==> src/gso_pkg.sv <==
// Shared constants and rounding helper for the 3x3 Gram-Schmidt orthonormalizer.
// Depends on nothing; every module of the block imports it.
package gso_pkg;

	localparam int DATA_WIDTH_DEF = 32;
	localparam int FRAC_BITS_DEF  = 28;

	// internal working format
	localparam int WORK_FRAC = 30;
	localparam int MAG_W     = 30;          // magnitude of a block-scaled component
	localparam int SC_W      = MAG_W + 1;   // signed block-scaled component
	localparam int E_W       = 32;          // signed unit component, WORK_FRAC fraction bits
	localparam int RES_W     = 33;          // signed residual after one projection
	localparam int PROD_W    = 64;
	localparam int SQ_W      = 64;          // sum of squares, padded to an even width
	localparam int ROOT_W    = 32;
	localparam int REM_W     = 36;

	// round v / 2^WORK_FRAC to nearest, ties away from zero
	function automatic logic signed [PROD_W-1:0] rnd_work(input logic signed [PROD_W-1:0] v);
		logic [PROD_W-1:0] m;
		logic [PROD_W-1:0] r;
		m = v[PROD_W-1] ? PROD_W'(-v) : PROD_W'(v);
		r = (m + (PROD_W'(1) << (WORK_FRAC - 1))) >> WORK_FRAC;
		return v[PROD_W-1] ? -$signed(r) : $signed(r);
	endfunction

endpackage

==> src/gso_scale.sv <==
// Block scaler: shifts a three-lane vector as a whole so its largest magnitude
// lies in [2^29, 2^30) and flags an all-zero vector. Uses gso_pkg.
module gso_scale #(
	parameter int IW     = 32,
	parameter int SIDE_W = 1
) (
	input  logic                             clk,
	input  logic                             arst_n,
	input  logic                             in_valid,
	input  logic signed [IW-1:0]             in_v [3],
	input  logic [SIDE_W-1:0]                in_side,
	output logic                             out_valid,
	output logic signed [gso_pkg::SC_W-1:0]  out_v [3],
	output logic                             out_zero,
	output logic [SIDE_W-1:0]                out_side
);
	import gso_pkg::*;

	localparam int PW = $clog2(IW);

	logic              valid_s1, valid_s2, valid_s3;
	logic [IW-1:0]     mag_c [3];
	logic [IW-1:0]     mag_s1 [3];
	logic [IW-1:0]     mag_s2 [3];
	logic [2:0]        neg_s1, neg_s2;
	logic [IW-1:0]     any_s1;
	logic [PW-1:0]     pos_c, pos_s2;
	logic              zero_s2, zero_s3;
	logic [SIDE_W-1:0] side_s1, side_s2, side_s3;
	logic [IW+MAG_W-1:0] ext_c [3];
	logic [MAG_W-1:0]  sh_c [3];
	logic signed [SC_W-1:0] v_c [3];
	logic signed [SC_W-1:0] v_s3 [3];

	always_comb begin
		for (int i = 0; i < 3; i++) begin
			mag_c[i] = in_v[i][IW-1] ? IW'(-in_v[i]) : IW'(in_v[i]);
		end
	end

	// leading one of the OR of the magnitudes is the leading one of the largest
	always_comb begin
		pos_c = '0;
		for (int b = 0; b < IW; b++) begin
			if (any_s1[b]) begin
				pos_c = PW'(b);
			end
		end
	end

	always_comb begin
		for (int i = 0; i < 3; i++) begin
			ext_c[i] = {{MAG_W{1'b0}}, mag_s2[i]};
			if (int'(pos_s2) > MAG_W - 1) begin
				sh_c[i] = MAG_W'(ext_c[i] >> (int'(pos_s2) - (MAG_W - 1)));
			end else begin
				sh_c[i] = MAG_W'(ext_c[i] << ((MAG_W - 1) - int'(pos_s2)));
			end
			v_c[i] = neg_s2[i] ? -$signed({1'b0, sh_c[i]}) : $signed({1'b0, sh_c[i]});
		end
	end

	always_ff @(posedge clk or negedge arst_n) begin
		if (!arst_n) begin
			valid_s1 <= 1'b0;
			valid_s2 <= 1'b0;
			valid_s3 <= 1'b0;
		end else begin
			valid_s1 <= in_valid;
			valid_s2 <= valid_s1;
			valid_s3 <= valid_s2;
		end
	end

	always_ff @(posedge clk) begin
		for (int i = 0; i < 3; i++) begin
			mag_s1[i] <= mag_c[i];
			neg_s1[i] <= in_v[i][IW-1];
			mag_s2[i] <= mag_s1[i];
			v_s3[i]   <= v_c[i];
		end
		any_s1  <= mag_c[0] | mag_c[1] | mag_c[2];
		side_s1 <= in_side;
		neg_s2  <= neg_s1;
		pos_s2  <= pos_c;
		zero_s2 <= (any_s1 == '0);
		side_s2 <= side_s1;
		zero_s3 <= zero_s2;
		side_s3 <= side_s2;
	end

	assign out_valid = valid_s3;
	assign out_v     = v_s3;
	assign out_zero  = zero_s3;
	assign out_side  = side_s3;

endmodule

==> config.mk <==
export PLATFORM = sky130hd
export DESIGN_NAME = gso_scale
export DESIGN_NICKNAME = d
export VERILOG_FILES = /design/src/gso_pkg.sv /design/src/gso_scale.sv
export SDC_FILE = /design/constraint.sdc
export NUM_CORES = 1
export LEC_CHECK = 0
export BUFFER_PORTS_ARGS = -buffer_cell sky130_fd_sc_hd__buf_2
export CAP_MARGIN = 20
export CORE_ASPECT_RATIO = 1.2
export CORE_UTILIZATION = 30
export CTS_CLUSTER_DIAMETER = 30
export DETAILED_ROUTE_END_ITERATION = 16
export HOLD_SLACK_MARGIN = 0.1
export SLEW_MARGIN = 30
export SYNTH_ARGS = -nofsm -noshare
export SYNTH_HDL_FRONTEND = slang
export SYNTH_SLANG_ARGS = --single-unit
export TNS_END_PERCENT = 100
==> constraint.sdc <==
create_clock -name clk -period 7.3 [get_ports clk]
set_input_delay 1.46 -clock clk [delete_from_list [all_inputs] [get_ports clk]]
set_output_delay 1.46 -clock clk [all_outputs]
set_load 0.01 [all_outputs]
==> results of run 1 <==
-- per-stage QoR --
| stage | hold WS (ns) | instances |
|---|---|---|
| 2_1_floorplan | 0.310 | 2170 |
| 3_3_place_gp | 0.311 | 3149 |
| 3_5_place_dp | 0.312 | 3150 |
| 4_1_cts | 0.323 | 3244 |
| 5_1_grt | 0.321 | 3247 |
| 6_report | 0.321 | 3248 |
-- layout make-up --
type / count / area (sq um) / share of cell area, %
clock inverters: 41 / 483 / 2.03
clock buffers: 53 / 1300 / 5.48
multi-input cells: 1643 / 12700 / 53.2
diodes: 4 / 10.0 / 0.0421
repair buffers: 242 / 1340 / 5.62
well taps: 892 / 1120 / 4.69
inverters: 37 / 139 / 0.584
flip-flops and latches: 336 / 6750 / 28.4
-- registers in the layout, summed over array words and instances, names as in the netlist, 3 cells and up --
name and flops:
any_s1 32, mag_s1 96, mag_s2 96, neg_s1 3
neg_s2 3, out_v 93, pos_s2 5
-- synth_stat cells, drive strengths merged (6+ instances only) --
cell,instances,area (sq um)
nor2,115,434
o221ai,9,78.8
o31ai,39,293
a211oi,21,158
ha,11,138
a221oi,11,96.3
a21oi,94,474
or4,14,109
nor3,62,310
and3,12,75.1
o211ai,19,143
a31oi,22,138
o21ai,114,571
o221a,8,90.1
o22a,6,52.6
or2,20,125
inv,35,131
a22oi,13,97.6
o21a,10,75.1
nand2,221,830
xor2,51,447
nand3,52,260
nor4,30,206
nand3b,6,45.0
a31o,6,52.6
a32oi,8,70.1
clkbuf,64,241
mux2i,117,1170
dfxtp,333,6670
buf,90,517
a21o,9,67.6
nand4,12,75.1
xnor2,130,1160
or3,51,319
mux2,70,792
and2,19,119
nor2b,9,56.3
mux4,94,2120
o41ai,14,138
o22ai,37,231
nand2b,26,163
-- report_power, final --
group | leakage (uW) | internal (uW) | switching, uW
Combinational | 0.00534 | 796 | 1220
Sequential | 0.00283 | 2140 | 217
Clock | 0.000873 | 1440 | 992
-- worst max path at each step --
stage / start / endpoint / slack [ns] / cells after the start
6_report: pos_s2[1] / out_v[30] / 1.51 / 12
3_5_place_dp: pos_s2[1] / out_v[30] / 1.51 / 12
2_1_floorplan: pos_s2[0] / out_v[30] / 1.25 / 22
5_1_grt: pos_s2[1] / out_v[55] / 1.18 / 12
4_1_cts: pos_s2[1] / out_v[30] / 1.51 / 12
3_3_place_gp: pos_s2[1] / out_v[30] / 1.66 / 12
-- kinds of logic (layout without fill, tap and decap cells) --
| family | after synthesis | after routing | share of synthesized area (%) |
|---|---|---|---|
| adders and majority gates | 11 | 11 | 0.683 |
| DFF | 336 | 336 | 33.4 |
| and+or+nand+nor | 663 | 663 | 16.2 |
| AOI/OAI and AO/OA | 507 | 507 | 17.0 |
| other | 0 | 4 | 0 |
| xor gates and xnor gates | 181 | 181 | 7.96 |
| muxes | 281 | 281 | 20.2 |
| buffers and inverters | 191 | 373 | 4.45 |
-- layer usage --
layer / vias to the layer above / routed length, um / global-route usage (%)
met3: 242 / 7870 / 4.63
met2: 1151 / 38100 / 38.5
met1: 9115 / 35300 / 32.4
li1: 8401 / - / -
met5: - / 18 / 0
met4: 4 / 5170 / 13.8
-- worst max-delay path, stage by stage (launching register included) --
cell	delay [ns]
dfxtp_4	0.86
inv_1	0.32
ha_4	0.75
mux2_2	0.41
mux4_2	0.46
a22oi_1	0.26
ha_1	0.23
o2111ai_1	0.13
or3b_1	0.44
or4_4	0.52
or3_1	0.52
or4_1	0.54
o21a_1	0.20
==> impl_metrics.ini, run 1 <==
[clocking]
clk_pin_slew_ns = 0.07
numCtsBuffers = 50
cts_resized = 0
post_cts_buffers = 0
cts_root_buffer = clkbuf_16
clock-sinks = 336
cts_max_path_buffers = 3
htree_num_levels = 2
clk_latency_ns = 0.59
cts_tree = built
hold_buffers = 0

[route]
dr.pass1.iters = 6
antenna_left = 0
drtIter0Drc = 2068
drc_errors = 0
viasPerCell = 5.82
routedWlPerCell_um = 26.6
routed_wl_um = 86500
vias = 18900

[worst_setup_path]
rrSetupSlack_ns = 1.51
cp_max_fo = 53
timing.rr.end = out_v[30]
critPathKind = reg -> reg
reg2reg_from = pos_s2[1]
crit_path_start_kind = register
reg2reg_depth = 12
cp.arrival_ns = 6.27
required_ns = 7.78
cp-end-kind = register

[synthesis]
ys_seq_area_share_pct = 33.4
netlist_area_sq_mm = 0.0202
synth-main-ff-cell = dfxtp_1
synth_fp_nets = 2281
postSynth.asyncResetShare_pct = 0.893
ys_seq_elements = 336
yosys.cell_types.count = 91
yosys_warnings = 0
avgSynthCellArea_sq_um = 9.29
synth_edf_count = 0
synthCells = 2170

[timing]
fin_crit_ns = 5.79
worst_slew_margin_rel_pct = 34.0
fmax_ghz = 0.173
finClkSkew_ns = 0.0132
tns_ns = 0
grt_setup_unrepaired = false
final-max-slew-violation-count = 0
period_share_pct = 79.4
finalSetupViolCount = 0
tightest_slew_ns = 0.990
hold_viol_final = 0
final.setup.worst_slack_ns = 1.51

[placement]
io_buffers = 195
hpwl_um = 67600
placed_cell_area_sq_mm = 0.0220
dpl_worst_slack_ns = 1.51
gp_congestion = 1.01

[min_path]
hp-start = mag_s1[0][2]
hold_end = mag_s2[0][2]
hold_path.class = reg -> reg
min_path_cells = 0

[final_layout]
final_cell_mix = dfxtp_1 (330), nand2_1 (221), buf_2 (195), xnor2_1 (126), mux2i_1 (117)
layout_commonest_cell = dfxtp_1
drive_above_1_share_pct = 24.0
final_util_pct = 36.0
fillers = 6688
areaGrowthSynthToFinish_pct = 18.0
stdcell_area_sq_mm = 0.0238
layout.nets = 2421

[global_route]
grt_pass1_vias = 18600
overflow = 0
grt_pass1_wl_um = 126000
grt_max_degree = 65
grt_antenna_before_repair = 6
grt.total_usage_pct = 24.9

[power_and_ir_drop]
p_per_area_mw_per_mm2 = 286
peakVddDrop_uv = 148
leakagePower_uw = 0.00904
finalPower_uw = 6810

[floorplanning]
rows = 103
fp.dieH_um = 286
coreArea_sq_mm = 0.0661
dieArea_sq_mm = 0.0682
pin_count = 196
initial_core_util_pct = 30.5
dieWidth_um = 239

[run]
cap_violations = 0

[status]
outcome = finished, final reports clean
(Power assumes the default switching activity.)
==> run 2: changes to the inputs <==
==> constraint.sdc (replaced) <==
create_clock -name clk -period 6.08 [get_ports clk]
set_input_delay 1.216 -clock clk [delete_from_list [all_inputs] [get_ports clk]]
set_output_delay 1.216 -clock clk [all_outputs]
set_load 0.01 [all_outputs]
==> run 2 against run 1 <==
- worst hold slack got worse by 0.0034 ns
- first-iteration DRC count increased by 3.9%
- power increased by 20%
- clock skew increased by 0.0022 ns
- highest routed layer unchanged
- sequential cell count unchanged
- cell area about the same
- largest power group unchanged
==> impl_metrics.ini, run 2 (synthesized netlist as in run 1, its figures left out) <==
[clocking]
hold_buffers = 0
htree_num_levels = 2
clk_pin_slew_ns = 0.06
post_cts_buffers = 0
clock-sinks = 336
clk_latency_ns = 0.59
cts_max_path_buffers = 3
numCtsBuffers = 48
cts_root_buffer = clkbuf_16
cts_resized = 0
cts_tree = built

[global_route]
grt_pass1_vias = 18600
overflow = 0
grt_pass1_wl_um = 128000
grt_antenna_before_repair = 2
grt.total_usage_pct = 25.4
grt_max_degree = 66

[route]
vias = 18800
wl_met2_um = 39200
routed_wl_um = 87900
wl_met1_um = 36100
dr_wl_met3_um = 7140
drc_errors = 0
top_layer = met5
routedWlPerCell_um = 27.0
antenna_left = 0
viasPerCell = 5.79
drtIter0Drc = 2149
dr.pass1.iters = 6

[final_layout]
final_util_pct = 36.0
layout_commonest_cell = dfxtp_1
final_cell_mix = dfxtp_1 (330), nand2_1 (221), buf_2 (195), xnor2_1 (127), mux2i_1 (117)
fin_cells = 3251
areaGrowthSynthToFinish_pct = 18.1
drive_above_1_share_pct = 23.9
fillers = 6652
layout.nets = 2430

[floorplanning]
rows = 103
dieWidth_um = 239
pin_count = 196
initial_core_util_pct = 30.5
fp.dieH_um = 286
dieArea_sq_mm = 0.0682
coreArea_sq_mm = 0.0661

[timing]
finClkSkew_ns = 0.0154
finalSetupViolCount = 0
grt_setup_unrepaired = false
worst_slew_margin_rel_pct = 29.6
tns_ns = 0
tightest_slew_ns = 1.05
hold_slack_ns = 0.317
final-max-slew-violation-count = 0
fmax_ghz = 0.192
period_share_pct = 85.5
fin_crit_ns = 5.20
hold_viol_final = 0

[power_and_ir_drop]
p_per_area_mw_per_mm2 = 344
peakVddDrop_uv = 214
leakagePower_uw = 0.00906

[worst_setup_path]
required_ns = 6.54
cp.arrival_ns = 5.66
critPathKind = reg -> reg
cp-end-kind = register
crit_path_start_kind = register
cp_max_fo = 45

[placement]
gp_congestion = 0.970
dp_cells = 3161
hpwl_um = 69000
io_buffers = 195

[status]
outcome = finished, final reports clean

[run]
cap_violations = 0

[min_path]
hold_path.class = reg -> reg
run 2: per-layer routing:
metal | up-vias | GRT usage, %
met1 | 9122 | 32.6
met5 | - | 0
met4 | 2 | 14.7
met2 | 1047 | 40.0
li1 | 8408 | -
met3 | 232 | 4.46
run 2: metrics by stage:
stage / cell area [sq um] / power (uW) / setup slack, ns
2_1_floorplan: 20200 / 4300 / 0.0299
3_3_place_gp: 22100 / 5260 / 1.13
3_5_place_dp: 22100 / 5280 / 1.01
4_1_cts: 23800 / 8230 / 1.01
5_1_grt: 23800 / 8550 / 0.551
6_report: 23800 / 8190 / 0.882
run 2: area by class of cell:
| class | count | area [sq um] | area share [%] |
|---|---|---|---|
| flip-flops and latches | 336 | 6750 | 28.4 |
| inverters | 37 | 139 | 0.584 |
| clock buffers | 53 | 1230 | 5.17 |
| diodes | 1 | 2.50 | 0.0105 |
| well taps | 892 | 1120 | 4.69 |
| multi-input cells | 1643 | 12600 | 53.0 |
| clock inverters | 36 | 514 | 2.16 |
| repair buffers | 253 | 1440 | 6.04 |
run 2: final timing paths:
kind / start / endpoint / slack [ns] / cells past startpoint
worst max-delay path: pos_s2[1] / out_v[60] / 0.88 / 13
worst min-delay path: mag_s1[0][16] / mag_s2[0][16] / 0.32 / 0
worst max register to register: pos_s2[1] / out_v[60] / 0.88 / 13
worst min register to register: mag_s1[0][16] / mag_s2[0][16] / 0.32 / 0
max in group asynchronous: arst_n / valid_s1 / 5.56 / 1
min in group asynchronous: arst_n / out_valid / 0.42 / 1
run 2: worst max-delay path, stage by stage, from the launching register on:
cell       delay, ns
dfxtp_4         0.55
inv_1           0.19
ha_4            0.50
buf_4           0.54
buf_4           0.66
mux2i_1         0.31
mux2i_1         0.13
nand2_1         0.11
a31oi_1         0.20
a2111oi_1       0.81
nand4_1         0.33
nor4_1          0.33
o21ai_0         0.15
xor2_1          0.17
run 2: power breakdown:
group | internal, uW | switching [uW] | total (uW)
clock | 1790 | 1130 | 2920
combinational | 961 | 1490 | 2450
sequential | 2580 | 250 | 2830
total | 5320 | 2870 | 8190
